===== src/rtl/core/bmf_pkg.sv =====
// bmf_pkg: shared types, constants and helpers of the 3x3 binary majority filter
// no dependencies
package bmf_pkg;

    localparam int C_MAX_WIDTH = 1024;
    localparam int CFG_W_W = 11;
    localparam int ROW_W = 16;

    localparam logic [CFG_W_W-1:0] C_WIDTH_RST = 11'd1024;
    localparam logic [ROW_W-1:0] C_HEIGHT_RST = 16'd1024;

    typedef enum logic {
        OP_CELL  = 1'b0,
        OP_DRAIN = 1'b1
    } t_opcode;

    typedef enum logic {
        REG_WIDTH  = 1'b0,
        REG_HEIGHT = 1'b1
    } t_reg_idx;

    // control of one result on its way from the counters to the window
    typedef struct packed {
        logic       valid;
        logic       last;
        logic       left_ok;
        logic       right_ok;
        logic       top_ok;
        logic       bot_ok;
        logic       first_col;
        logic [1:0] bank;
        logic       byp_hit;
        logic [1:0] byp_bank;
        logic       byp_bit;
    } t_win_ctl;

    // rows base-1, base, base+1 out of four row banks, returned as {bottom, middle, top}
    function automatic logic [2:0] pick3(input logic [3:0] v, input logic [1:0] base);
        logic [1:0] b_top;
        logic [1:0] b_bot;
        b_top = base - 2'd1;
        b_bot = base + 2'd1;
        return {v[b_bot], v[base], v[b_top]};
    endfunction

    function automatic logic [3:0] popcount9(input logic [8:0] v);
        logic [3:0] n;
        n = 4'd0;
        for (int k = 0; k < 9; k++) begin
            n = n + {3'd0, v[k]};
        end
        return n;
    endfunction

endpackage


===== src/rtl/core/bmf_ctrl.sv =====
// bmf_ctrl: input register, configuration registers, raster counters and line store addressing
// depends on bmf_pkg
module bmf_ctrl
    import bmf_pkg::*;
#(
    parameter int MAX_WIDTH = C_MAX_WIDTH
) (
    input  logic                          i_clk,
    input  logic                          i_rst_n,
    input  logic                          i_advance,
    input  logic                          i_valid,
    input  logic                          i_opcode,
    input  logic                          i_cell_in,
    input  logic                          i_cfg_valid,
    input  logic                          i_cfg_index,
    input  logic [ROW_W-1:0]              i_cfg_data,
    output logic                          o_ram_we,
    output logic [1:0]                    o_ram_wbank,
    output logic [$clog2(MAX_WIDTH)-1:0]  o_ram_waddr,
    output logic                          o_ram_wdata,
    output logic [$clog2(MAX_WIDTH)-1:0]  o_ram_raddr,
    output logic [3:0]                    o_col0,
    output t_win_ctl                      o_win
);

    localparam int COL_W = $clog2(MAX_WIDTH);
    localparam int WCNT_W = $clog2(MAX_WIDTH + 1);
    localparam int CW = (WCNT_W > CFG_W_W) ? WCNT_W : CFG_W_W;

    logic [CFG_W_W-1:0] r_cfg_width;
    logic [ROW_W-1:0]   r_cfg_height;

    logic               r_a_valid;
    t_opcode            r_a_op;
    logic               r_a_cell;

    logic [COL_W-1:0]   r_in_col;
    logic [ROW_W-1:0]   r_in_row;
    logic               r_in_done;
    logic [COL_W-1:0]   r_out_col;
    logic [ROW_W-1:0]   r_out_row;
    logic [3:0]         r_col0;
    t_win_ctl           r_win;

    logic [COL_W-1:0]   n_in_col;
    logic [ROW_W-1:0]   n_in_row;
    logic               n_in_done;
    logic [COL_W-1:0]   n_out_col;
    logic [ROW_W-1:0]   n_out_row;
    t_win_ctl           n_win;

    logic [CW-1:0]      wide_w;
    logic [WCNT_W-1:0]  eff_w;
    logic [ROW_W-1:0]   eff_h;
    logic [ROW_W:0]     eff_h_x;
    logic               wr;
    logic               cfg_hit;
    logic [WCNT_W-1:0]  in_col_p1;
    logic [ROW_W:0]     in_row_p1;
    logic [WCNT_W-1:0]  out_col_p1;
    logic [ROW_W:0]     out_row_p1;
    logic [WCNT_W-1:0]  cn;
    logic [ROW_W:0]     rn;
    logic               ready;
    logic               right_ok;

    // geometry with out-of-range settings folded in
    always_comb begin
        wide_w = CW'(r_cfg_width);
        if (r_cfg_width == '0) begin
            eff_w = WCNT_W'(1);
        end else if (wide_w > CW'(MAX_WIDTH)) begin
            eff_w = WCNT_W'(MAX_WIDTH);
        end else begin
            eff_w = WCNT_W'(wide_w);
        end
        eff_h = (r_cfg_height == '0) ? ROW_W'(1) : r_cfg_height;
        eff_h_x = {1'b0, eff_h};
    end

    always_comb begin
        case (t_reg_idx'(i_cfg_index))
            REG_WIDTH:  cfg_hit = i_cfg_valid;
            REG_HEIGHT: cfg_hit = i_cfg_valid;
            default:    cfg_hit = 1'b0;
        endcase
    end

    assign wr = r_a_valid && (r_a_op == OP_CELL) && !r_in_done;
    assign in_col_p1 = WCNT_W'(r_in_col) + WCNT_W'(1);
    assign in_row_p1 = {1'b0, r_in_row} + 17'd1;
    assign out_col_p1 = WCNT_W'(r_out_col) + WCNT_W'(1);
    assign out_row_p1 = {1'b0, r_out_row} + 17'd1;
    assign right_ok = out_col_p1 < eff_w;

    // input position after this item's write
    always_comb begin
        n_in_col = r_in_col;
        n_in_row = r_in_row;
        n_in_done = r_in_done;
        if (wr) begin
            if (in_col_p1 >= eff_w) begin
                n_in_col = '0;
                if (in_row_p1 >= eff_h_x) begin
                    n_in_row = '0;
                    n_in_done = 1'b1;
                end else begin
                    n_in_row = in_row_p1[ROW_W-1:0];
                end
            end else begin
                n_in_col = in_col_p1[COL_W-1:0];
            end
        end
    end

    // next result may leave once its lower right neighbour is in
    always_comb begin
        cn = right_ok ? out_col_p1 : eff_w - WCNT_W'(1);
        rn = (out_row_p1 < eff_h_x) ? out_row_p1 : eff_h_x - 17'd1;
        ready = r_a_valid && (n_in_done || ({1'b0, n_in_row} > rn)
                || (({1'b0, n_in_row} == rn) && (WCNT_W'(n_in_col) > cn)));
    end

    always_comb begin
        n_out_col = r_out_col;
        n_out_row = r_out_row;
        n_win = '0;
        n_win.valid = ready;
        n_win.left_ok = (r_out_col != '0);
        n_win.right_ok = right_ok;
        n_win.top_ok = (r_out_row != '0);
        n_win.bot_ok = (out_row_p1 < eff_h_x);
        n_win.first_col = (r_out_col == '0);
        n_win.bank = r_out_row[1:0];
        n_win.byp_hit = wr && right_ok && (WCNT_W'(r_in_col) == out_col_p1);
        n_win.byp_bank = r_in_row[1:0];
        n_win.byp_bit = r_a_cell;
        if (ready) begin
            if (!right_ok) begin
                n_out_col = '0;
                if (out_row_p1 >= eff_h_x) begin
                    n_win.last = 1'b1;
                end else begin
                    n_out_row = out_row_p1[ROW_W-1:0];
                end
            end else begin
                n_out_col = out_col_p1[COL_W-1:0];
            end
        end
    end

    always_ff @(posedge i_clk) begin
        if (!i_rst_n) begin
            r_cfg_width <= C_WIDTH_RST;
            r_cfg_height <= C_HEIGHT_RST;
            r_a_valid <= 1'b0;
            r_in_col <= '0;
            r_in_row <= '0;
            r_in_done <= 1'b0;
            r_out_col <= '0;
            r_out_row <= '0;
            r_win <= '0;
        end else if (cfg_hit) begin
            case (t_reg_idx'(i_cfg_index))
                REG_WIDTH:  r_cfg_width <= i_cfg_data[CFG_W_W-1:0];
                REG_HEIGHT: r_cfg_height <= i_cfg_data;
                default:    r_cfg_height <= r_cfg_height;
            endcase
            r_a_valid <= 1'b0;
            r_in_col <= '0;
            r_in_row <= '0;
            r_in_done <= 1'b0;
            r_out_col <= '0;
            r_out_row <= '0;
            r_win <= '0;
        end else if (i_advance) begin
            r_a_valid <= i_valid;
            r_win <= n_win;
            if (n_win.last) begin
                // frame done: start over
                r_in_col <= '0;
                r_in_row <= '0;
                r_in_done <= 1'b0;
                r_out_col <= '0;
                r_out_row <= '0;
            end else begin
                r_in_col <= n_in_col;
                r_in_row <= n_in_row;
                r_in_done <= n_in_done;
                r_out_col <= n_out_col;
                r_out_row <= n_out_row;
            end
        end
    end

    always_ff @(posedge i_clk) begin
        if (i_advance) begin
            r_a_op <= t_opcode'(i_opcode);
            r_a_cell <= i_cell_in;
            if (wr && (r_in_col == '0)) begin
                r_col0[r_in_row[1:0]] <= r_a_cell;
            end
        end
    end

    assign o_ram_we = i_advance && wr;
    assign o_ram_wbank = r_in_row[1:0];
    assign o_ram_waddr = r_in_col;
    assign o_ram_wdata = r_a_cell;
    assign o_ram_raddr = right_ok ? out_col_p1[COL_W-1:0] : '0;
    assign o_col0 = r_col0;
    assign o_win = r_win;

`ifndef NO_ASSERTIONS
    a_done_wraps: assert property (@(posedge i_clk) disable iff (!i_rst_n)
        r_in_done |-> (r_in_col == '0) && (r_in_row == '0))
        else $error("input counters not wrapped once frame is in");

    a_out_behind_in: assert property (@(posedge i_clk) disable iff (!i_rst_n)
        !r_in_done |-> (r_out_row <= r_in_row))
        else $error("result row ahead of input row");

    a_bypass_needs_write: assert property (@(posedge i_clk) disable iff (!i_rst_n)
        $past(i_advance && !cfg_hit && n_win.byp_hit) |-> $past(o_ram_we) && r_win.right_ok)
        else $error("line store bypass without a matching write");
`endif

endmodule


===== config.mk =====
export PLATFORM = sky130hd
export DESIGN_NAME = bmf_ctrl
export DESIGN_NICKNAME = d
export VERILOG_FILES = /design/src/rtl/core/bmf_pkg.sv /design/src/rtl/core/bmf_ctrl.sv
export SDC_FILE = /design/constraint.sdc
export NUM_CORES = 1
export LEC_CHECK = 0
export BUFFER_PORTS_ARGS = -buffer_cell sky130_fd_sc_hd__buf_2
export CORE_MARGIN = 1.5
export CORE_UTILIZATION = 25
export CTS_BUF_LIST = sky130_fd_sc_hd__clkbuf_8 sky130_fd_sc_hd__clkbuf_16
export CTS_CLUSTER_DIAMETER = 50
export DETAILED_ROUTE_END_ITERATION = 8
export GPL_ROUTABILITY_DRIVEN = 0
export PLACE_DENSITY = 0.45
export SLEW_MARGIN = 10
export SYNTH_ARGS = -nofsm -noshare
export SYNTH_HDL_FRONTEND = slang
export SYNTH_SLANG_ARGS = --single-unit
export TNS_END_PERCENT = 30

===== constraint.sdc =====
create_clock -name i_clk -period 5.4 [get_ports i_clk]
set_input_delay 0.54 -clock i_clk [delete_from_list [all_inputs] [get_ports i_clk]]
set_output_delay 0.54 -clock i_clk [all_outputs]
set_load 0.05 [all_outputs]

==> results of run 1 <==
## logic make-up (layout without fill, tap and decap cells)
kind of cell,after synthesis,after routing,share of synthesized area (%)
simple gates,384,384,24.06
compound gates,259,259,21.58
buf+inv,101,365,5.060
flops,100,100,26.23
fa+ha+maj,91,91,14.48
xor+xnor,68,68,7.575
mux,8,8,1.019
## cell usage in the layout (no fill, tap or decap), types with 13 or more instances in the layout
cell / netlist / final
buf_4: 4 / 229
o21ai_1: 2 / 16
dfxtp_1: 94 / 77
nand3_1: 57 / 46
and2_1: 15 / 13
xor2_1: 23 / 20
nor2b_1: 17 / 16
buf_2: 3 / 64
inv_1: 44 / 44
xnor2_1: 45 / 41
dfxtp_2: 0 / 16
a21oi_1: 64 / 54
ha_1: 91 / 86
a21boi_0: 26 / 26
nand4_1: 16 / 16
nand2_1: 121 / 119
a22o_1: 30 / 30
o21ai_0: 61 / 43
nor2_1: 69 / 59
## metrics by stage
step	area (sq um)	worst slack [ns]	instances	utilization (%)
2_1_floorplan	7936	0.006791	1011	-
3_3_place_gp	10110	-0.5695	1622	32.88
3_5_place_dp	10110	-0.5917	1622	32.88
4_1_cts	10930	-0.1369	1660	35.53
5_1_grt	11240	-0.3947	1671	36.56
6_report	11240	-0.1112	1671	36.56
## repair_timing
item / 4_1_cts / 5_1_grt
pin swaps: 36 / 23
resized for setup: 76 / 49
endpoints found under the setup margin: 55 / 55
buffers inserted: 22 / 10
gates cloned: 1 / 1
## final cells by class
| type | instances | area share [%] |
|---|---|---|
| clock inverters | 7 | 0.5787 |
| multi-input cells | 810 | 53.04 |
| repair buffers | 305 | 19.95 |
| clock buffers | 9 | 2.003 |
| flip-flops and latches | 100 | 18.55 |
| inverters | 44 | 1.469 |
| well taps | 396 | 4.407 |
## report_power, final
| group | internal (uW) | switching [uW] | total, uW |
|---|---|---|---|
| sequential | 757 | 9.43 | 766 |
| combinational | 122 | 174 | 297 |
| clock | 328 | 357 | 684 |
| total | 1210 | 540 | 1750 |
## path summary, 6_finish.rpt
path | to | cells after the start | from | slack [ns]
hold / removal | o_ram_wdata | 1 | i_cell_in | 0.34
setup / recovery | r_out_row[0] | 27 | r_out_row[4] | -0.11
hold reg to reg | o_win[3] | 2 | o_win[3] | 0.47
setup reg to reg | r_out_row[0] | 27 | r_out_row[4] | -0.11
## layer usage
layer / routed length [microns] / track usage (%)
met3: 1324 / 2.243
met1: 14560 / 25.92
met5: 0 / 0
met2: 12370 / 26.82
met4: 320 / 3.731
## registers in the layout, indices dropped and copies added, names as in the netlist, 4 cells and up
name,count
r_cfg_height,16
r_out_row,16
r_in_row,16
o_ram_waddr,10
r_cfg_width,11
r_out_col,10
o_col0,4
o_win,13
==> results.txt, run 1 <==
Syn_area_per_cell -> 7.777 sq um
CTS hold repair buffers -> 0
Clock buffer depth -> 2
Synth Register Bits -> 100
Largest net degree at the start of global routing -> 41
Top-Level Pins -> 65
Required time of the worst setup path -> 5.72 ns
Tcrit/Tclk final -> 102.1%
Pwr dens -> 155.4 mW/mm^2
Vias in the first global route -> 7928
Fin. Hold Viols -> 0
Most frequent cells after synthesis -> 121 x nand2_1, 94 x dfxtp_1, 91 x ha_1, 69 x nor2_1, 64 x a21oi_1
Initial Utilization -> 25.57%
Worst setup margin -> -0.1112 ns
Ys flop type -> dfxtp_1
Dominant cells by area after synthesis -> dfxtp_1 24%, ha_1 14%, nand2_1 5.8%, xnor2_1 5.0%, a21oi_1 4.1%
Max incr delay on CP -> 0.50 ns
Maximum vdd drop -> 0.1388 mV
Final setup TNS -> -2.079 ns
Startpoint Class -> flop
Most frequent cell after synthesis -> nand2_1
Post-Route WL -> 28580 microns
Final setup violation count -> 31
Clk root buf -> clkbuf_16
Worst path slowest cell -> or4_4
Buf+Inv Stages, Crit Path -> 5
Setup crit end kind -> flop
Clock Latency Late Sink -> 0.37 ns
Initial antenna violation count -> 0
Total GRT Usage -> 17.50%
TritonCTS clock tree -> yes
Total core area -> 0.03075 sq mm
Post-route DRC violation count -> 5
Fillers -> 3269
# nets final -> 1385
Sequential element share of the synthesized area -> 26.23%
Share of layout cells above drive strength 1 -> 33.80%
First-pass GRT wire length -> 44570 microns
Run status -> finished with violations
Vias post-DR -> 8253
Dpl hpwl -> 22480 microns
Crit-path most repeated cell -> and3_4
CTS H-tree depth -> 3
Port-buffer cells -> 64
Min Hold Slack -> 0.3413 ns
Clock skew -> 0.009855 ns
Post-Syn Nets -> 1126
LEAKAGE -> 0.004971 uW
Total power -> 1747 uW
MaxCap Viol Count -> 0
WL/cell -> 17.11 microns
Slew HR -> 46.93%
Arrival @ worst endpoint -> 5.83 ns
FMAX -> 0.1815 GHz
Warnings from Yosys -> 0
Fraction of registers with async set/reset -> 0%
CTS sink cnt -> 100
First-pass detailed-route iteration total -> 9
Period minus WS final -> 5.511 ns
Initial drt markers -> 389
Clock slew at reported path FFs -> 0.08 ns
Total gr overflow -> 0
Site row count -> 64
Post-synthesis cell count -> 1011
Hold crit path type -> primary input to flop
Number of inserted diodes -> 0
DIE HEIGHT -> 180.3 microns
Worst path top cell family by delay -> simple AND/OR/NAND/NOR gates
Cell accounting for the most synthesized area -> dfxtp_1
Largest driver fanout on the critical path -> 18
DIE AREA -> 0.03252 sq mm
Vias per Instance -> 4.939
RSZ-0062 raised after global routing -> true
Syn Std Cell Area -> 0.007863 sq mm
Failing checks -> DRC, setup timing
Die X -> 180.3 microns
Detail Route Antenna Nets -> 0
CTS buffer count -> 9
Slew Viols, Final -> 0
FF/Latch Area -> 0.002086 sq mm
WS Path Type -> flop to flop
Area Growth Syn to Fin -> 43.00%
Number of flops mapped to enable cells by yosys -> 6
Post-synth top area share -> 23.93%
Synth cell types -> 60
Worst-Margin Slew -> 0.7945 ns
Multi-input gate area -> 0.005963 sq mm
No activity file was read; power rests on OpenSTA's default activity.
==> run 2: changes to the inputs <==
--- a/config.mk
+++ b/config.mk
@@ -12,7 +12,8 @@
 export CTS_CLUSTER_DIAMETER = 50
 export DETAILED_ROUTE_END_ITERATION = 8
 export GPL_ROUTABILITY_DRIVEN = 0
-export PLACE_DENSITY = 0.45
+export PLACE_DENSITY = 0.44
+export SKIP_CTS_REPAIR_TIMING = 1
 export SLEW_MARGIN = 10
 export SYNTH_ARGS = -nofsm -noshare
 export SYNTH_HDL_FRONTEND = slang
==> constraint.sdc (replaced) <==
create_clock -name i_clk -period 6.9 [get_ports i_clk]
set_input_delay 0.69 -clock i_clk [delete_from_list [all_inputs] [get_ports i_clk]]
set_output_delay 0.69 -clock i_clk [all_outputs]
set_load 0.05 [all_outputs]
==> results.txt, run 2 (synthesis results as in run 1) <==
Commonest non-fill, non-tap cell in the layout -> nand2_1
CTS buffer count -> 9 (unchanged)
Setup crit end kind -> flop
WS Path Type -> flop to flop
Crit Reg-Reg Endpoint -> r_out_row[5]
Clock Latency Late Sink -> 0.36 ns (about the same)
Post-Route WL -> 25540 microns (-11%)
Final setup violation count -> 0 (-100%)
Comb power frac -> 13.7% (-3.3 points)
Reg power frac -> 45.7% (+1.9 points)
WL/cell -> 17.54 microns (+2.6%)
CTS sink cnt -> 100 (unchanged)
Min Hold Slack -> 0.4689 ns (+0.1276 ns)
Switching Power -> 392.4 uW (-27%)
Most frequent cells in the layout -> 121 x nand2_1, 94 x dfxtp_1, 91 x ha_1
Total power -> 1322 uW (-24%)
# nets final -> 1169 (-16%)
RSZ-0062 raised after global routing -> false
Site row count -> 64 (unchanged)
Maximum vdd drop -> 0.1204 mV (-13%)
M2 GR Usage -> 23.29% (-3.5 points)
Initial drt markers -> 382 (-1.8%)
Clock buffer depth -> 2 (unchanged)
Slew Viols, Final -> 0 (unchanged)
Die X -> 180.3 microns (unchanged)
Slew HR -> 43.46% (-3.5 points)
Hold path start -> r_cfg_height[12]
Largest driver fanout on the critical path -> 7 (-11)
Total GRT Usage -> 15.70% (-1.8 points)
Vias per Instance -> 5.038 (+2.0%)
Reg2reg setup slack -> 0.44 ns (+0.55 ns)
FMAX -> 0.1548 GHz (-15%)
M3 GR Usage -> 2.001% (-0.24 points)
Initial Utilization -> 25.57% (unchanged)
Worst r2r path cells -> 24 (-11%)
Post-route DRC violation count -> 6 (+1)
First-pass GRT wire length -> 40060 microns (-10%)
Startpoint Class -> flop
Clock slew at reported path FFs -> 0.07 ns (about the same)
First-pass detailed-route iteration total -> 9 (unchanged)
DIE AREA -> 0.03252 sq mm (unchanged)
FF/Latch Area -> 0.002062 sq mm (-1.1%)
Hold crit path type -> flop to flop
Total core area -> 0.03075 sq mm (unchanged)
Largest net degree at the start of global routing -> 40 (-2.4%)
Vias post-DR -> 7335 (-11%)
Area Growth Syn to Fin -> 13.97%
Detail Route Antenna Nets -> 0 (unchanged)
Dpl hpwl -> 20310 microns (-9.7%)
MaxCap Viol Count -> 0 (unchanged)
Fillers -> 3394 (+3.8%)
Hold Path Sink -> r_cfg_height[12]
Tcrit/Tclk final -> 93.63% (-8.4 points)
Failing checks -> DRC
Clock skew -> 0.01448 ns (+0.004624 ns)
Met1 Track Usage GR -> 23.52% (-2.4 points)
Final setup TNS -> 0 ns (+2.079 ns)
Port-buffer cells -> 64 (unchanged)
Share of layout cells above drive strength 1 -> 11.80% (-22 points)
Top-Level Pins -> 65 (unchanged)
RR Startpoint -> r_in_row[3]
Pwr dens -> 147.5 mW/mm^2 (-5.1%)
Fin. Hold Viols -> 0 (unchanged)
Required time of the worst setup path -> 7.19 ns (+1.47 ns)
P_int -> 929.6 uW (-23%)
Clk root buf -> clkbuf_16
Arrival @ worst endpoint -> 6.75 ns (+0.92 ns)
TritonCTS clock tree -> yes
Period minus WS final -> 6.460 ns (+0.9491 ns)
Clock power share -> 40.5% (+1.3 points)
Vias in the first global route -> 6986 (-12%)
Hold path cells -> 2 (+1)
LEAKAGE -> 0.003746 uW (-25%)
DIE HEIGHT -> 180.3 microns (unchanged)
Dpl ws -> 0.1394 ns (+0.7311 ns)
Worst setup margin -> 0.4397 ns (+0.5509 ns)
Initial antenna violation count -> 0 (unchanged)
Net Sw Frac -> 29.68% (-1.3 points)
Total gr overflow -> 0 (unchanged)
CTS H-tree depth -> 3 (unchanged)
Multi-input gate area -> 0.005429 sq mm (-9.0%)
Run status -> finished with violations
Leading registers by flop count -> r_cfg_height: 16 flops, r_in_row: 16 flops, r_out_row: 16 flops
Worst-Margin Slew -> 0.8464 ns (+0.05197 ns)
Top Usage Layer GRT -> met1
[run 2: cell types whose count changed in the layout (fill, tap and decap cells not counted), moves of 10 or more]
cell / previous run / this run
dfxtp_2: 16 / 0
a21oi_2: 10 / 0
dfxtp_1: 77 / 94
o21ai_0: 43 / 61
o21ai_1: 16 / 2
a21oi_1: 54 / 64
buf_4: 229 / 25
nand3_1: 46 / 57
[run 2: power by group through the flow]
stage               Combinational, uW  Sequential [uW]  Clock [uW]
floorplan                         119              621           0
global placement                  181              618           0
detailed placement                181              618           0
CTS                               182              604         556
global route                      203              606         576
finish                            182              604         536
[run 2: worst max path at each step]
stage                        end       startpoint  slack (ns)  cells past startpoint
CTS                 r_out_row[5]  r_cfg_height[8]        0.11                     22
finish              r_out_row[5]      r_in_row[3]        0.44                     24
detailed placement  r_out_row[5]  r_cfg_height[8]        0.14                     22
global route        r_out_row[5]      r_in_row[3]        0.01                     24
global placement    r_out_row[5]  r_cfg_height[8]        0.24                     22
floorplan            r_in_row[3]   o_ram_waddr[1]        1.15                     26
[run 2: cell type report]
type | instances | area share [%]
antenna | 1 | 0.02793
clock buffer | 11 | 2.820
clock inverter | 5 | 0.5166
inverter | 44 | 1.843
multi-input combinational | 810 | 60.58
sequential | 100 | 23.01
tap | 396 | 5.529
timing repair buffer | 89 | 5.669
[run 2: per-stage QoR]
stage	utilization [%]	std cells	area [sq um]
after floorplan	-	1011	7863
after global placement	28.09	1439	8638
after detailed placement	28.09	1439	8638
after CTS	29.06	1455	8937
after global routing	29.13	1455	8959
final	29.14	1456	8961
[run 2: layer usage]
metal / up-vias / wire (microns)
met4: 0 / 428
met3: 20 / 887
met5: - / 0
met1: 3451 / 13710
li1: 3715 / -
met2: 149 / 10510
[run 2: critical path, stage by stage (launching register included)]
cell and delay [ns]:
dfxtp_1 0.44, and3_1 0.21, nand3_1 0.19, nor2_1 0.28
nand3_1 0.16, nor2_1 0.26, nand2_1 0.11, xnor2_1 0.25
ha_1 0.30, a21oi_1 0.15, nand2_1 0.08, a31oi_1 0.18
o211ai_1 0.16, or2_2 0.41, o41ai_2 0.47, ha_1 0.21
nand2_1 0.06, or3_1 0.39, or4_1 0.57, a311oi_1 0.26
a31oi_1 0.14, o21bai_2 0.29, o211ai_2 0.16, or4b_1 0.51
a21oi_1 0.14
