**config.mk**
```make
export PLATFORM = sky130hd
export DESIGN_NAME = bmf_window
export DESIGN_NICKNAME = d
export VERILOG_FILES = /design/src/rtl/core/bmf_pkg.sv /design/src/rtl/core/bmf_window.sv
export SDC_FILE = /design/constraint.sdc
export NUM_CORES = 1
export LEC_CHECK = 0
export CAP_MARGIN = 25
export CORE_ASPECT_RATIO = 0.8
export CORE_MARGIN = 5
export CORE_UTILIZATION = 55
export DETAILED_ROUTE_END_ITERATION = 8
export DONT_BUFFER_PORTS = 1
export PLACE_DENSITY = 0.7
export SLEW_MARGIN = 20
export SYNTH_ARGS = -nofsm -noshare
export SYNTH_HDL_FRONTEND = slang
export SYNTH_SLANG_ARGS = --single-unit
```
**constraint.sdc**
```tcl
create_clock -name i_clk -period 11.3 [get_ports i_clk]
set_input_delay 1.695 -clock i_clk [delete_from_list [all_inputs] [get_ports i_clk]]
set_output_delay 1.695 -clock i_clk [all_outputs]
set_load 0.03 [all_outputs]
```
**src/rtl/core/bmf_pkg.sv**
```systemverilog
// bmf_pkg: shared types, constants and helpers of the 3x3 binary majority filter
// no dependencies
package bmf_pkg;

    localparam int C_MAX_WIDTH = 1024;
    localparam int CFG_W_W = 11;
    localparam int ROW_W = 16;

    localparam logic [CFG_W_W-1:0] C_WIDTH_RST = 11'd1024;
    localparam logic [ROW_W-1:0] C_HEIGHT_RST = 16'd1024;

    typedef enum logic {
        OP_CELL  = 1'b0,
        OP_DRAIN = 1'b1
    } t_opcode;

    typedef enum logic {
        REG_WIDTH  = 1'b0,
        REG_HEIGHT = 1'b1
    } t_reg_idx;

    // control of one result on its way from the counters to the window
    typedef struct packed {
        logic       valid;
        logic       last;
        logic       left_ok;
        logic       right_ok;
        logic       top_ok;
        logic       bot_ok;
        logic       first_col;
        logic [1:0] bank;
        logic       byp_hit;
        logic [1:0] byp_bank;
        logic       byp_bit;
    } t_win_ctl;

    // rows base-1, base, base+1 out of four row banks, returned as {bottom, middle, top}
    function automatic logic [2:0] pick3(input logic [3:0] v, input logic [1:0] base);
        logic [1:0] b_top;
        logic [1:0] b_bot;
        b_top = base - 2'd1;
        b_bot = base + 2'd1;
        return {v[b_bot], v[base], v[b_top]};
    endfunction

    function automatic logic [3:0] popcount9(input logic [8:0] v);
        logic [3:0] n;
        n = 4'd0;
        for (int k = 0; k < 9; k++) begin
            n = n + {3'd0, v[k]};
        end
        return n;
    endfunction

endpackage

```
**src/rtl/core/bmf_window.sv**
```systemverilog
// bmf_window: 3x3 window columns, majority count and result register
// depends on bmf_pkg
module bmf_window
    import bmf_pkg::*;
(
    input  logic     i_clk,
    input  logic     i_rst_n,
    input  logic     i_advance,
    input  t_win_ctl i_win,
    input  logic [3:0] i_rdata,
    input  logic [3:0] i_col0,
    output logic     o_valid,
    output logic     o_cell_out,
    output logic     o_frame_last
);

    logic [2:0] r_left;
    logic [2:0] r_mid;
    logic       r_out_valid;
    logic       r_cell;
    logic       r_last;

    logic [3:0] right4;
    logic [2:0] right3;
    logic [2:0] mid3;
    logic [2:0] rowmask;
    logic [8:0] bits;
    logic [8:0] mask;
    logic [3:0] rocks;
    logic [3:0] present;
    logic       result;

    always_comb begin
        right4 = i_rdata;
        // the write landing on the same edge as the read is not in the read data yet
        if (i_win.byp_hit) begin
            right4[i_win.byp_bank] = i_win.byp_bit;
        end
        right3 = pick3(right4, i_win.bank);
        mid3 = i_win.first_col ? pick3(i_col0, i_win.bank) : r_mid;
        rowmask = {i_win.bot_ok, 1'b1, i_win.top_ok};
        mask = {rowmask & {3{i_win.right_ok}}, rowmask, rowmask & {3{i_win.left_ok}}};
        bits = {right3, mid3, r_left} & mask;
        rocks = popcount9(bits);
        present = popcount9(mask);
        // rocks outnumber floors when twice the rocks exceed the cells present
        result = {rocks, 1'b0} > {1'b0, present};
    end

    always_ff @(posedge i_clk) begin
        if (!i_rst_n) begin
            r_out_valid <= 1'b0;
        end else if (i_advance) begin
            r_out_valid <= i_win.valid;
        end
    end

    always_ff @(posedge i_clk) begin
        if (i_advance) begin
            r_cell <= result;
            r_last <= i_win.last;
            if (i_win.valid) begin
                r_left <= mid3;
                r_mid <= right3;
            end
        end
    end

    assign o_valid = r_out_valid;
    assign o_cell_out = r_cell;
    assign o_frame_last = r_last;

`ifndef NO_ASSERTIONS
    a_last_corner: assert property (@(posedge i_clk) disable iff (!i_rst_n)
        (i_win.valid && i_win.last) |-> (!i_win.bot_ok && !i_win.right_ok))
        else $error("frame end flagged away from the bottom right cell");

    a_first_no_left: assert property (@(posedge i_clk) disable iff (!i_rst_n)
        i_win.valid |-> (i_win.first_col != i_win.left_ok))
        else $error("row start and left neighbour disagree");
`endif

endmodule

```
==> metrics.txt, run 1 <==
# TYPE chip_impl_metric gauge
chip_impl_info{name="run_status",value="complete, no violations"} 1
chip_impl_metric{name="place_worst_setup_slack",unit="ns"} 5.296
chip_impl_metric{name="netlist_instances",unit=""} 94
chip_impl_info{name="crit_chain",value="mux4_2 > mux2_2 > fa_1 > inv_1 > fa_1 > fa_1 > fa_1 > inv_1 > fa_1 > ha_1 > a21o_1 > a21oi_1 > o22ai_1"} 1
chip_impl_metric{name="drv.max_cap_violation_count",unit=""} 0
chip_impl_metric{name="max_buffers_root_to_sink",unit=""} 2
chip_impl_metric{name="wl_per_cell",unit="microns"} 17.82
chip_impl_metric{name="report.final.slew_viol_count",unit=""} 0
chip_impl_info{name="critical_path.startpoint_type",value="input port"} 1
chip_impl_metric{name="pin_count",unit=""} 27
chip_impl_metric{name="worstMarginPinSlew",unit="ns"} 0.3446
chip_impl_metric{name="clock.fmax",unit="MHz"} 174.2
chip_impl_info{name="hold_class",value="reg2reg"} 1
chip_impl_info{name="setup.worst_path.class",value="in2reg"} 1
chip_impl_metric{name="met1_usage",unit=""} 0.2222
chip_impl_metric{name="chipHeight",unit="microns"} 48.35
chip_impl_info{name="worstSetupStartpoint",value="i_win[4]"} 1
chip_impl_metric{name="yosysUniqueCellTypes",unit=""} 31
chip_impl_metric{name="cts_resized",unit=""} 0
chip_impl_metric{name="drt_iter0_markers",unit=""} 20
chip_impl_metric{name="routed_wl",unit="microns"} 2120
chip_impl_metric{name="cts_inserted_buffers",unit=""} 3
chip_impl_metric{name="setup.reg_to_reg.worst_slack",unit="ns"} 7.09
chip_impl_metric{name="place_hpwl",unit="microns"} 1832
chip_impl_info{name="critical_path.endpoint_type",value="flop"} 1
chip_impl_metric{name="drt-vias-per-instance",unit=""} 6.210
chip_impl_metric{name="synth_enable_flop_cells",unit=""} 8
chip_impl_metric{name="detailroute.via_count",unit=""} 739
chip_impl_metric{name="fin_setup_tns",unit="ns"} 0
chip_impl_metric{name="num_rows",unit=""} 13
chip_impl_info{name="synth-main-ff-cell",value="sky130_fd_sc_hd__edfxtp_1"} 1
chip_impl_info{name="r2r_start",value="r_mid[1]$_DFFE_PP_"} 1
chip_impl_metric{name="cts.clk_slew.worst_paths",unit="ns"} 0.07
chip_impl_metric{name="grt_use_met2",unit=""} 0.2575
chip_impl_metric{name="slew_headroom",unit=""} 0.7702
chip_impl_metric{name="delay_of_the_slowest_critical_path_stage",unit="ns"} 0.56
chip_impl_metric{name="start_util",unit=""} 0.5976
chip_impl_info{name="critical_path.slowest_cell",value="sky130_fd_sc_hd__fa_1"} 1
chip_impl_metric{name="ffs_w_async_s_r_synth",unit=""} 0
chip_impl_metric{name="grt_overflow",unit=""} 0
chip_impl_metric{name="final_period_util",unit=""} 0.5079
chip_impl_metric{name="worst-endpoint-arrival",unit="ns"} 5.75
chip_impl_metric{name="final_cell_count_no_fill",unit=""} 119
chip_impl_metric{name="route.detailed.drc",unit=""} 0
chip_impl_info{name="rsz0062_at_grt",value="false"} 1
chip_impl_metric{name="post_cts_hold_buffer_count",unit=""} 0
chip_impl_info{name="r2r-end",value="o_cell_out$_DFFE_PP_"} 1
chip_impl_metric{name="globalRouteMet3Util",unit=""} 0.07407
chip_impl_metric{name="antenna_found_initial",unit=""} 0
chip_impl_metric{name="syn_nets",unit=""} 133
chip_impl_metric{name="rr_worst_depth",unit=""} 12
chip_impl_metric{name="detail-route-antenna-nets",unit=""} 0
chip_impl_metric{name="first_global_vias",unit=""} 741
chip_impl_metric{name="totalPowerFinal",unit="W"} 0.0001248
chip_impl_metric{name="floorplan.die_area",unit="sq mm"} 0.002801
chip_impl_metric{name="power_density",unit="mW/mm^2"} 118.1
chip_impl_metric{name="diodes",unit=""} 0
chip_impl_metric{name="worst-endpoint-required",unit="ns"} 11.31
chip_impl_metric{name="dpl.cell_count",unit=""} 115
chip_impl_metric{name="maximum_number_of_pins_on_one_net_before_global_route_repair",unit=""} 15
chip_impl_info{name="cpMostUsedCell",value="sky130_fd_sc_hd__fa_1"} 1
chip_impl_metric{name="crit_fanout",unit=""} 6
chip_impl_metric{name="postSynthRegisterBits",unit=""} 9
chip_impl_metric{name="syn_avg_cell_area",unit="sq um"} 10.76
chip_impl_metric{name="post_route_cells_drive_above_1_share",unit=""} 0.09278
chip_impl_metric{name="num-nets-final",unit=""} 137
chip_impl_metric{name="setup_viol",unit=""} 0
chip_impl_metric{name="final_core_util",unit=""} 0.6250
chip_impl_metric{name="post_cts_buffers",unit=""} 0
chip_impl_metric{name="place.gp.congestion",unit=""} 0.7739
chip_impl_metric{name="report.final.hold_viol_count",unit=""} 0
chip_impl_metric{name="period_needed",unit="ns"} 5.739
chip_impl_metric{name="area_growth_syn_to_layout",unit="%"} 4.579
chip_impl_metric{name="die_width",unit="microns"} 57.94
chip_impl_metric{name="cts_max_level",unit=""} 1
chip_impl_info{name="tritoncts",value="yes"} 1
chip_impl_metric{name="yosysWarnings",unit=""} 0
chip_impl_metric{name="grt_pass1_wl",unit="microns"} 3588
chip_impl_metric{name="worst_clk_skew",unit="ns"} 0.01192
chip_impl_metric{name="buffer_ports.inserted",unit=""} 0
chip_impl_metric{name="total_leakage_power",unit="nW"} 0.4515
chip_impl_info{name="crit_path_end",value="o_cell_out$_DFFE_PP_"} 1
chip_impl_metric{name="fraction_of_the_yosys_area_taken_by_sequential_cells",unit=""} 0.2574
chip_impl_metric{name="synth_area",unit="sq mm"} 0.001011
chip_impl_metric{name="final.setup.worst_slack",unit="ns"} 5.561
chip_impl_metric{name="core",unit="sq mm"} 0.001692
chip_impl_info{name="cts_root_buf",value="sky130_fd_sc_hd__clkbuf_4"} 1
chip_impl_metric{name="grtUsageTotal",unit=""} 0.1691
chip_impl_metric{name="fillerInstances",unit=""} 147
chip_impl_metric{name="drt_pass1_iterations",unit=""} 4
chip_impl_metric{name="cts.sink_count",unit=""} 9
chip_impl_metric{name="peakVddDrop",unit="uV"} 120.8
chip_impl_info{name="grt.busiest_layer",value="met2"} 1
chip_impl_metric{name="clk-insertion-delay-late",unit="ns"} 0.27
-- flip-flops by register name (all words and copies together), names as in the netlist --
register	cells
r_left	3
r_mid	3
o_frame_last	1
o_valid	1
o_cell_out	1
-- final cells by class --
class	count	area, sq um	area share
clock buffers	4	26.28	0.02485
inverters	11	41.29	0.03905
multi-input cells	73	701.9	0.6639
flip-flops and latches	9	260.3	0.2462
well taps	22	27.53	0.02604
-- placed cells by master (no fill, tap or decap) --
master / count
sky130_fd_sc_hd__a21o_1: 1
sky130_fd_sc_hd__a21oi_1: 3
sky130_fd_sc_hd__a221oi_2: 1
sky130_fd_sc_hd__a22oi_1: 2
sky130_fd_sc_hd__a31oi_1: 4
sky130_fd_sc_hd__a32oi_1: 4
sky130_fd_sc_hd__and2_1: 5
sky130_fd_sc_hd__and2b_1: 1
sky130_fd_sc_hd__and3_1: 3
sky130_fd_sc_hd__and4b_1: 1
sky130_fd_sc_hd__clkbuf_1: 1
sky130_fd_sc_hd__clkbuf_4: 3
sky130_fd_sc_hd__dfxtp_1: 1
sky130_fd_sc_hd__edfxtp_1: 8
sky130_fd_sc_hd__fa_1: 8
sky130_fd_sc_hd__ha_1: 7
sky130_fd_sc_hd__inv_1: 11
sky130_fd_sc_hd__mux2_2: 3
sky130_fd_sc_hd__mux4_1: 2
sky130_fd_sc_hd__mux4_2: 1
sky130_fd_sc_hd__nand2_1: 6
sky130_fd_sc_hd__nand3_1: 4
sky130_fd_sc_hd__nand3b_1: 2
sky130_fd_sc_hd__nor2_1: 1
sky130_fd_sc_hd__nor2b_1: 3
sky130_fd_sc_hd__o21a_1: 2
sky130_fd_sc_hd__o21ai_0: 1
sky130_fd_sc_hd__o22ai_1: 1
sky130_fd_sc_hd__or2_2: 1
sky130_fd_sc_hd__or3b_1: 1
sky130_fd_sc_hd__xnor2_1: 2
sky130_fd_sc_hd__xor2_1: 3
-- kinds of logic after synthesis --
group,Yosys count,share of synthesized area
buffers and inverters,12,0.04827
XOR/XNOR,5,0.04332
multiplexers,6,0.1077
flip-flops,9,0.2574
adder cells (fa/ha/maj),15,0.2450
AND/OR/NAND/NOR,28,0.1609
AO/OA/AOI/OAI,19,0.1374
-- cells in the mapped netlist, types with 2 or more instances --
cell,n,area share
sky130_fd_sc_hd__a31oi_1,4,0.025
sky130_fd_sc_hd__fa_1,8,0.16
sky130_fd_sc_hd__a22oi_1,2,0.015
sky130_fd_sc_hd__nand3b_1,2,0.015
sky130_fd_sc_hd__mux4_1,2,0.052
sky130_fd_sc_hd__ha_1,7,0.087
sky130_fd_sc_hd__a32oi_1,4,0.035
sky130_fd_sc_hd__and2_1,5,0.031
sky130_fd_sc_hd__xor2_1,3,0.026
sky130_fd_sc_hd__nor2b_1,3,0.019
sky130_fd_sc_hd__o21a_1,2,0.015
sky130_fd_sc_hd__nand3_1,4,0.020
sky130_fd_sc_hd__mux2_2,3,0.033
sky130_fd_sc_hd__a21oi_1,3,0.015
sky130_fd_sc_hd__and3_1,3,0.019
sky130_fd_sc_hd__inv_1,11,0.041
sky130_fd_sc_hd__xnor2_1,2,0.017
sky130_fd_sc_hd__edfxtp_1,8,0.24
sky130_fd_sc_hd__nand2_1,6,0.022
-- worst min-delay path by stage --
stage	from	endpoint	slack [ns]	depth (start not counted)
after global placement	r_mid[0]$_DFFE_PP_	r_left[0]$_DFFE_PP_	0.57	1
after floorplan	r_mid[0]$_DFFE_PP_	r_left[0]$_DFFE_PP_	0.54	1
final	r_mid[2]$_DFFE_PP_	r_left[2]$_DFFE_PP_	0.58	1
after CTS	r_mid[2]$_DFFE_PP_	r_left[2]$_DFFE_PP_	0.58	1
after global routing	r_mid[2]$_DFFE_PP_	r_left[2]$_DFFE_PP_	0.60	1
after detailed placement	r_mid[2]$_DFFE_PP_	r_left[2]$_DFFE_PP_	0.57	1
-- per-layer routing --
metal / up-vias / part of all wire / wire, microns
met2: 27 / 0.47 / 992
met1: 354 / 0.45 / 952
met3: 3 / 0.078 / 165
li1: 355 / - / -
met4: 0 / 0.0047 / 10
met5: - / 0 / 0
-- where the power goes --
part | internal [W] | leakage (nW) | switching (W)
logic | 0.0000261 | 0.352 | 0.0000252
clock network | 0.0000136 | 0.0150 | 0.0000125
registers | 0.0000417 | 0.0845 | 0.00000577
total | 0.0000814 | 0.452 | 0.0000434
-- stage by stage --
step / hold WS, ns / cell area [sq um]
after detailed placement: 0.5744 / 1031
after global routing: 0.6048 / 1057
after CTS: 0.5821 / 1057
after floorplan: 0.5425 / 1011
final: 0.5793 / 1057
after global placement: 0.5684 / 1031
-- critical path: cells and delay by family --
| family | cells | cell delay, ns |
|---|---|---|
| muxes | 2 | 0.76 |
| AOI/OAI and AO/OA | 3 | 0.38 |
| adders and majority gates | 6 | 2.74 |
| buffers and inverters | 2 | 0.16 |
No activity file was read; power rests on OpenSTA's default activity.
==> run 2, diff against run 1 <==
Settings changed: ABC_AREA set to 1.
Clock period 11.3 ns to 5.57 ns, I/O delays scaled along.
==> run 2 against run 1 <==
Area after synthesis is 10% higher. Largest power group unchanged. Largest cell class unchanged. Via count up 23%. Routed wire length increased by 5.4%. Register-to-register slack worse by 5.6 ns.
==> metrics.txt, run 2 <==
# TYPE chip_impl_metric gauge
chip_impl_info{name="hold_path.startpoint",value="r_mid[2]$_DFFE_PP_"} 1
chip_impl_info{name="reg.largest.list",value="r_left: 3 flops, r_mid: 3 flops"} 1
chip_impl_metric{name="cts_resized",unit=""} 0
chip_impl_metric{name="buffer_ports.inserted",unit=""} 0
chip_impl_info{name="commonest_non_fill_non_tap_cell_in_the_layout",value="sky130_fd_sc_hd__nand2_1"} 1
chip_impl_info{name="r2r_start",value="r_mid[1]$_DFFE_PP_"} 1
chip_impl_metric{name="fin_worst_hold_slack",unit="ns"} 0.6045
chip_impl_info{name="timing.hold.worst_endpoint",value="r_left[2]$_DFFE_PP_"} 1
chip_impl_metric{name="maximum_number_of_pins_on_one_net_before_global_route_repair",unit=""} 10
chip_impl_info{name="cts_root_buf",value="sky130_fd_sc_hd__clkbuf_4"} 1
chip_impl_metric{name="ffs_w_async_s_r_synth",unit=""} 0
chip_impl_metric{name="synth_area",unit="sq mm"} 0.001112
chip_impl_metric{name="power_density",unit="mW/mm^2"} 223.2
chip_impl_metric{name="netlist_instances",unit=""} 152
chip_impl_info{name="rsz0062_at_grt",value="false"} 1
chip_impl_metric{name="floorplan.die_area",unit="sq mm"} 0.003028
chip_impl_metric{name="cts.sink_count",unit=""} 9
chip_impl_metric{name="place.gp.congestion",unit=""} 0.8137
chip_impl_info{name="critical_path.startpoint_type",value="input port"} 1
chip_impl_metric{name="grt_pass1_wl",unit="microns"} 3898
chip_impl_metric{name="wl_per_cell",unit="microns"} 12.56
chip_impl_metric{name="num_rows",unit=""} 14
chip_impl_info{name="tritoncts",value="yes"} 1
chip_impl_metric{name="postSynthRegisterBits",unit=""} 9
chip_impl_metric{name="syn_nets",unit=""} 191
chip_impl_metric{name="worst_hold_path.num_cells",unit=""} 1
chip_impl_metric{name="fillerInstances",unit=""} 189
chip_impl_metric{name="cts_inserted_buffers",unit=""} 3
chip_impl_metric{name="chipHeight",unit="microns"} 50.23
chip_impl_metric{name="drv.max_cap_violation_count",unit=""} 0
chip_impl_metric{name="yosysUniqueCellTypes",unit=""} 25
chip_impl_metric{name="dpl.cell_count",unit=""} 174
chip_impl_info{name="synthDominantAreaCellType",value="sky130_fd_sc_hd__edfxtp_1"} 1
chip_impl_metric{name="post_cts_hold_buffer_count",unit=""} 0
chip_impl_metric{name="grt_overflow",unit=""} 0
chip_impl_metric{name="detailroute.via_count",unit=""} 911
chip_impl_info{name="run_status",value="complete, no violations"} 1
chip_impl_metric{name="worst-endpoint-required",unit="ns"} 5.57
chip_impl_metric{name="report.final.slew_viol_count",unit=""} 0
chip_impl_metric{name="first_global_vias",unit=""} 893
chip_impl_metric{name="start_util",unit=""} 0.5826
chip_impl_metric{name="final_core_util",unit=""} 0.6029
chip_impl_info{name="yosys.cell_count.top_type",value="sky130_fd_sc_hd__nand2_1"} 1
chip_impl_info{name="r2r-end",value="o_cell_out$_DFFE_PP_"} 1
chip_impl_info{name="synth_top_cells_by_area",value="sky130_fd_sc_hd__edfxtp_1, sky130_fd_sc_hd__fa_1, sky130_fd_sc_hd__nand2_1"} 1
chip_impl_metric{name="worst_clk_skew",unit="ns"} 0.01580
chip_impl_metric{name="period_needed",unit="ns"} 4.496
chip_impl_metric{name="drt-vias-per-instance",unit=""} 5.118
chip_impl_metric{name="final_cell_count_no_fill",unit=""} 178
chip_impl_metric{name="yosysWarnings",unit=""} 0
chip_impl_metric{name="post_route_cells_drive_above_1_share",unit=""} 0.1039
chip_impl_metric{name="cts.clk_slew.worst_paths",unit="ns"} 0.07
chip_impl_metric{name="num-nets-final",unit=""} 194
chip_impl_metric{name="route.detailed.drc",unit=""} 0
chip_impl_metric{name="peakVddDrop",unit="uV"} 160.2
chip_impl_metric{name="drt_pass1_iterations",unit=""} 4
chip_impl_metric{name="core",unit="sq mm"} 0.001909
chip_impl_info{name="synthTopCellsByCount",value="sky130_fd_sc_hd__nand2_1, sky130_fd_sc_hd__inv_1, sky130_fd_sc_hd__nand3_1, sky130_fd_sc_hd__edfxtp_1, sky130_fd_sc_hd__fa_1"} 1
chip_impl_info{name="synth-main-ff-cell",value="sky130_fd_sc_hd__edfxtp_1"} 1
chip_impl_info{name="commonest_cells_after_routing_fill_and_taps_aside",value="sky130_fd_sc_hd__nand2_1, sky130_fd_sc_hd__inv_1, sky130_fd_sc_hd__nand3_1"} 1
chip_impl_metric{name="area_growth_syn_to_layout",unit="%"} 3.487
chip_impl_metric{name="slew_headroom",unit=""} 0.7569
chip_impl_metric{name="synthDominantCellAreaShare",unit=""} 0.2160
chip_impl_metric{name="max_buffers_root_to_sink",unit=""} 2
chip_impl_metric{name="pin_count",unit=""} 27
chip_impl_metric{name="diodes",unit=""} 0
chip_impl_metric{name="setup_viol",unit=""} 0
chip_impl_metric{name="post_cts_buffers",unit=""} 0
chip_impl_info{name="setup.worst_path.class",value="in2reg"} 1
chip_impl_info{name="critical_path.endpoint_type",value="flop"} 1
chip_impl_metric{name="report.final.hold_viol_count",unit=""} 0
chip_impl_metric{name="drt_iter0_markers",unit=""} 32
chip_impl_metric{name="rr_worst_depth",unit=""} 13
chip_impl_metric{name="syn_avg_cell_area",unit="sq um"} 7.318
chip_impl_metric{name="place_hpwl",unit="microns"} 1984
chip_impl_metric{name="synth_enable_flop_cells",unit=""} 8
chip_impl_metric{name="fin_setup_tns",unit="ns"} 0
chip_impl_metric{name="worstMarginPinSlew",unit="ns"} 0.3608
chip_impl_metric{name="antenna_found_initial",unit=""} 0
chip_impl_metric{name="clock.fmax",unit="MHz"} 222.4
chip_impl_metric{name="worst-endpoint-arrival",unit="ns"} 4.49
chip_impl_metric{name="fraction_of_the_yosys_area_taken_by_sequential_cells",unit=""} 0.2340
chip_impl_metric{name="setup.reg_to_reg.worst_slack",unit="ns"} 1.50
chip_impl_metric{name="final_period_util",unit=""} 0.8071
chip_impl_metric{name="clk-insertion-delay-late",unit="ns"} 0.27
chip_impl_metric{name="die_width",unit="microns"} 60.28
chip_impl_info{name="hold_class",value="reg2reg"} 1
chip_impl_metric{name="grtUsageTotal",unit=""} 0.1684
chip_impl_metric{name="detail-route-antenna-nets",unit=""} 0
chip_impl_metric{name="total_leakage_power",unit="nW"} 0.6232
chip_impl_metric{name="cts_max_level",unit=""} 1
chip_impl_metric{name="routed_wl",unit="microns"} 2235
chip_impl_metric{name="crit_fanout",unit=""} 9
==> run 2: cell count changes in the layout (fill, tap and decap cells not counted), sizes merged, moves of 3 or more <==
cell / delta
nand2: +40
nand4: +3
and2: -3
o21ai: +5
mux4: -3
nor2b: -3
inv: +23
mux2: -3
nand3: +15
and3: -3
nor2: +7
a32oi: -4
a31oi: -3
==> run 2: worst max-delay path by stage <==
stage | slack, ns | cells past startpoint | end | start
finish | 1.07 | 18 | o_cell_out$_DFFE_PP_ | i_win[4]
global route | 0.83 | 18 | o_cell_out$_DFFE_PP_ | i_win[4]
CTS | 1.08 | 18 | o_cell_out$_DFFE_PP_ | i_win[4]
detailed placement | 0.79 | 18 | o_cell_out$_DFFE_PP_ | i_win[4]
global placement | 0.92 | 18 | o_cell_out$_DFFE_PP_ | i_win[4]
floorplan | 0.87 | 19 | o_cell_out$_DFFE_PP_ | i_win[4]
==> run 2: through the flow <==
step / setup WS, ns / area [sq um] / total power [W]
2_1_floorplan: 0.8715 / 1112 / 0.0001885
3_3_place_gp: 0.9186 / 1124 / 0.0002024
3_5_place_dp: 0.7891 / 1124 / 0.0002095
4_1_cts: 1.077 / 1151 / 0.0002597
5_1_grt: 0.8277 / 1151 / 0.0002852
6_report: 1.074 / 1151 / 0.0002569
==> run 2: final cells by class <==
class | count | area, sq um | area share
multi-input combinational | 107 | 703.2 | 0.6109
sequential | 9 | 260.3 | 0.2261
inverter | 34 | 130.1 | 0.1130
tap | 24 | 30.03 | 0.02609
clock buffer | 3 | 22.52 | 0.01957
clock inverter | 1 | 5.005 | 0.004348
==> run 2: metal layers <==
layer  share of wire  track usage  vias to the layer above
met4          0.0036      0.04428                        0
met5               0            0                        -
met1            0.50       0.2616                      398
met2            0.40       0.2248                       30
li1                -            -                      481
met3           0.099      0.04872                        2
==> run 2: cells by family after synthesis <==
kind of cell             count (synthesis)  share of synthesized area
AND/OR/NAND/NOR                         78                     0.3183
XOR/XNOR                                 2                    0.01575
adder cells (fa/ha/maj)                 15                     0.2227
buffers and inverters                   36                     0.1339
AO/OA/AOI/OAI                           12                    0.07537
flip-flops                               9                     0.2340
==> run 2: power breakdown <==
part           internal, W  switching (W)  leakage (nW)
Sequential       0.0000848      0.0000118        0.0854
Clock            0.0000264      0.0000238        0.0177
Combinational    0.0000481      0.0000619         0.520
==> run 2: worst max-delay path, stage by stage <==
cell and delay, ns:
sky130_fd_sc_hd__inv_4 0.02, sky130_fd_sc_hd__nand2_2 0.06, sky130_fd_sc_hd__inv_1 0.05, sky130_fd_sc_hd__nand2_1 0.05
sky130_fd_sc_hd__nand4_1 0.07, sky130_fd_sc_hd__nand2_1 0.06, sky130_fd_sc_hd__o21ai_0 0.14, sky130_fd_sc_hd__fa_1 0.57
sky130_fd_sc_hd__inv_1 0.06, sky130_fd_sc_hd__fa_1 0.51, sky130_fd_sc_hd__fa_1 0.52, sky130_fd_sc_hd__fa_1 0.42
sky130_fd_sc_hd__inv_1 0.09, sky130_fd_sc_hd__fa_1 0.41, sky130_fd_sc_hd__ha_1 0.31, sky130_fd_sc_hd__nand3_1 0.07
sky130_fd_sc_hd__o21ai_0 0.13, sky130_fd_sc_hd__o21ai_0 0.10
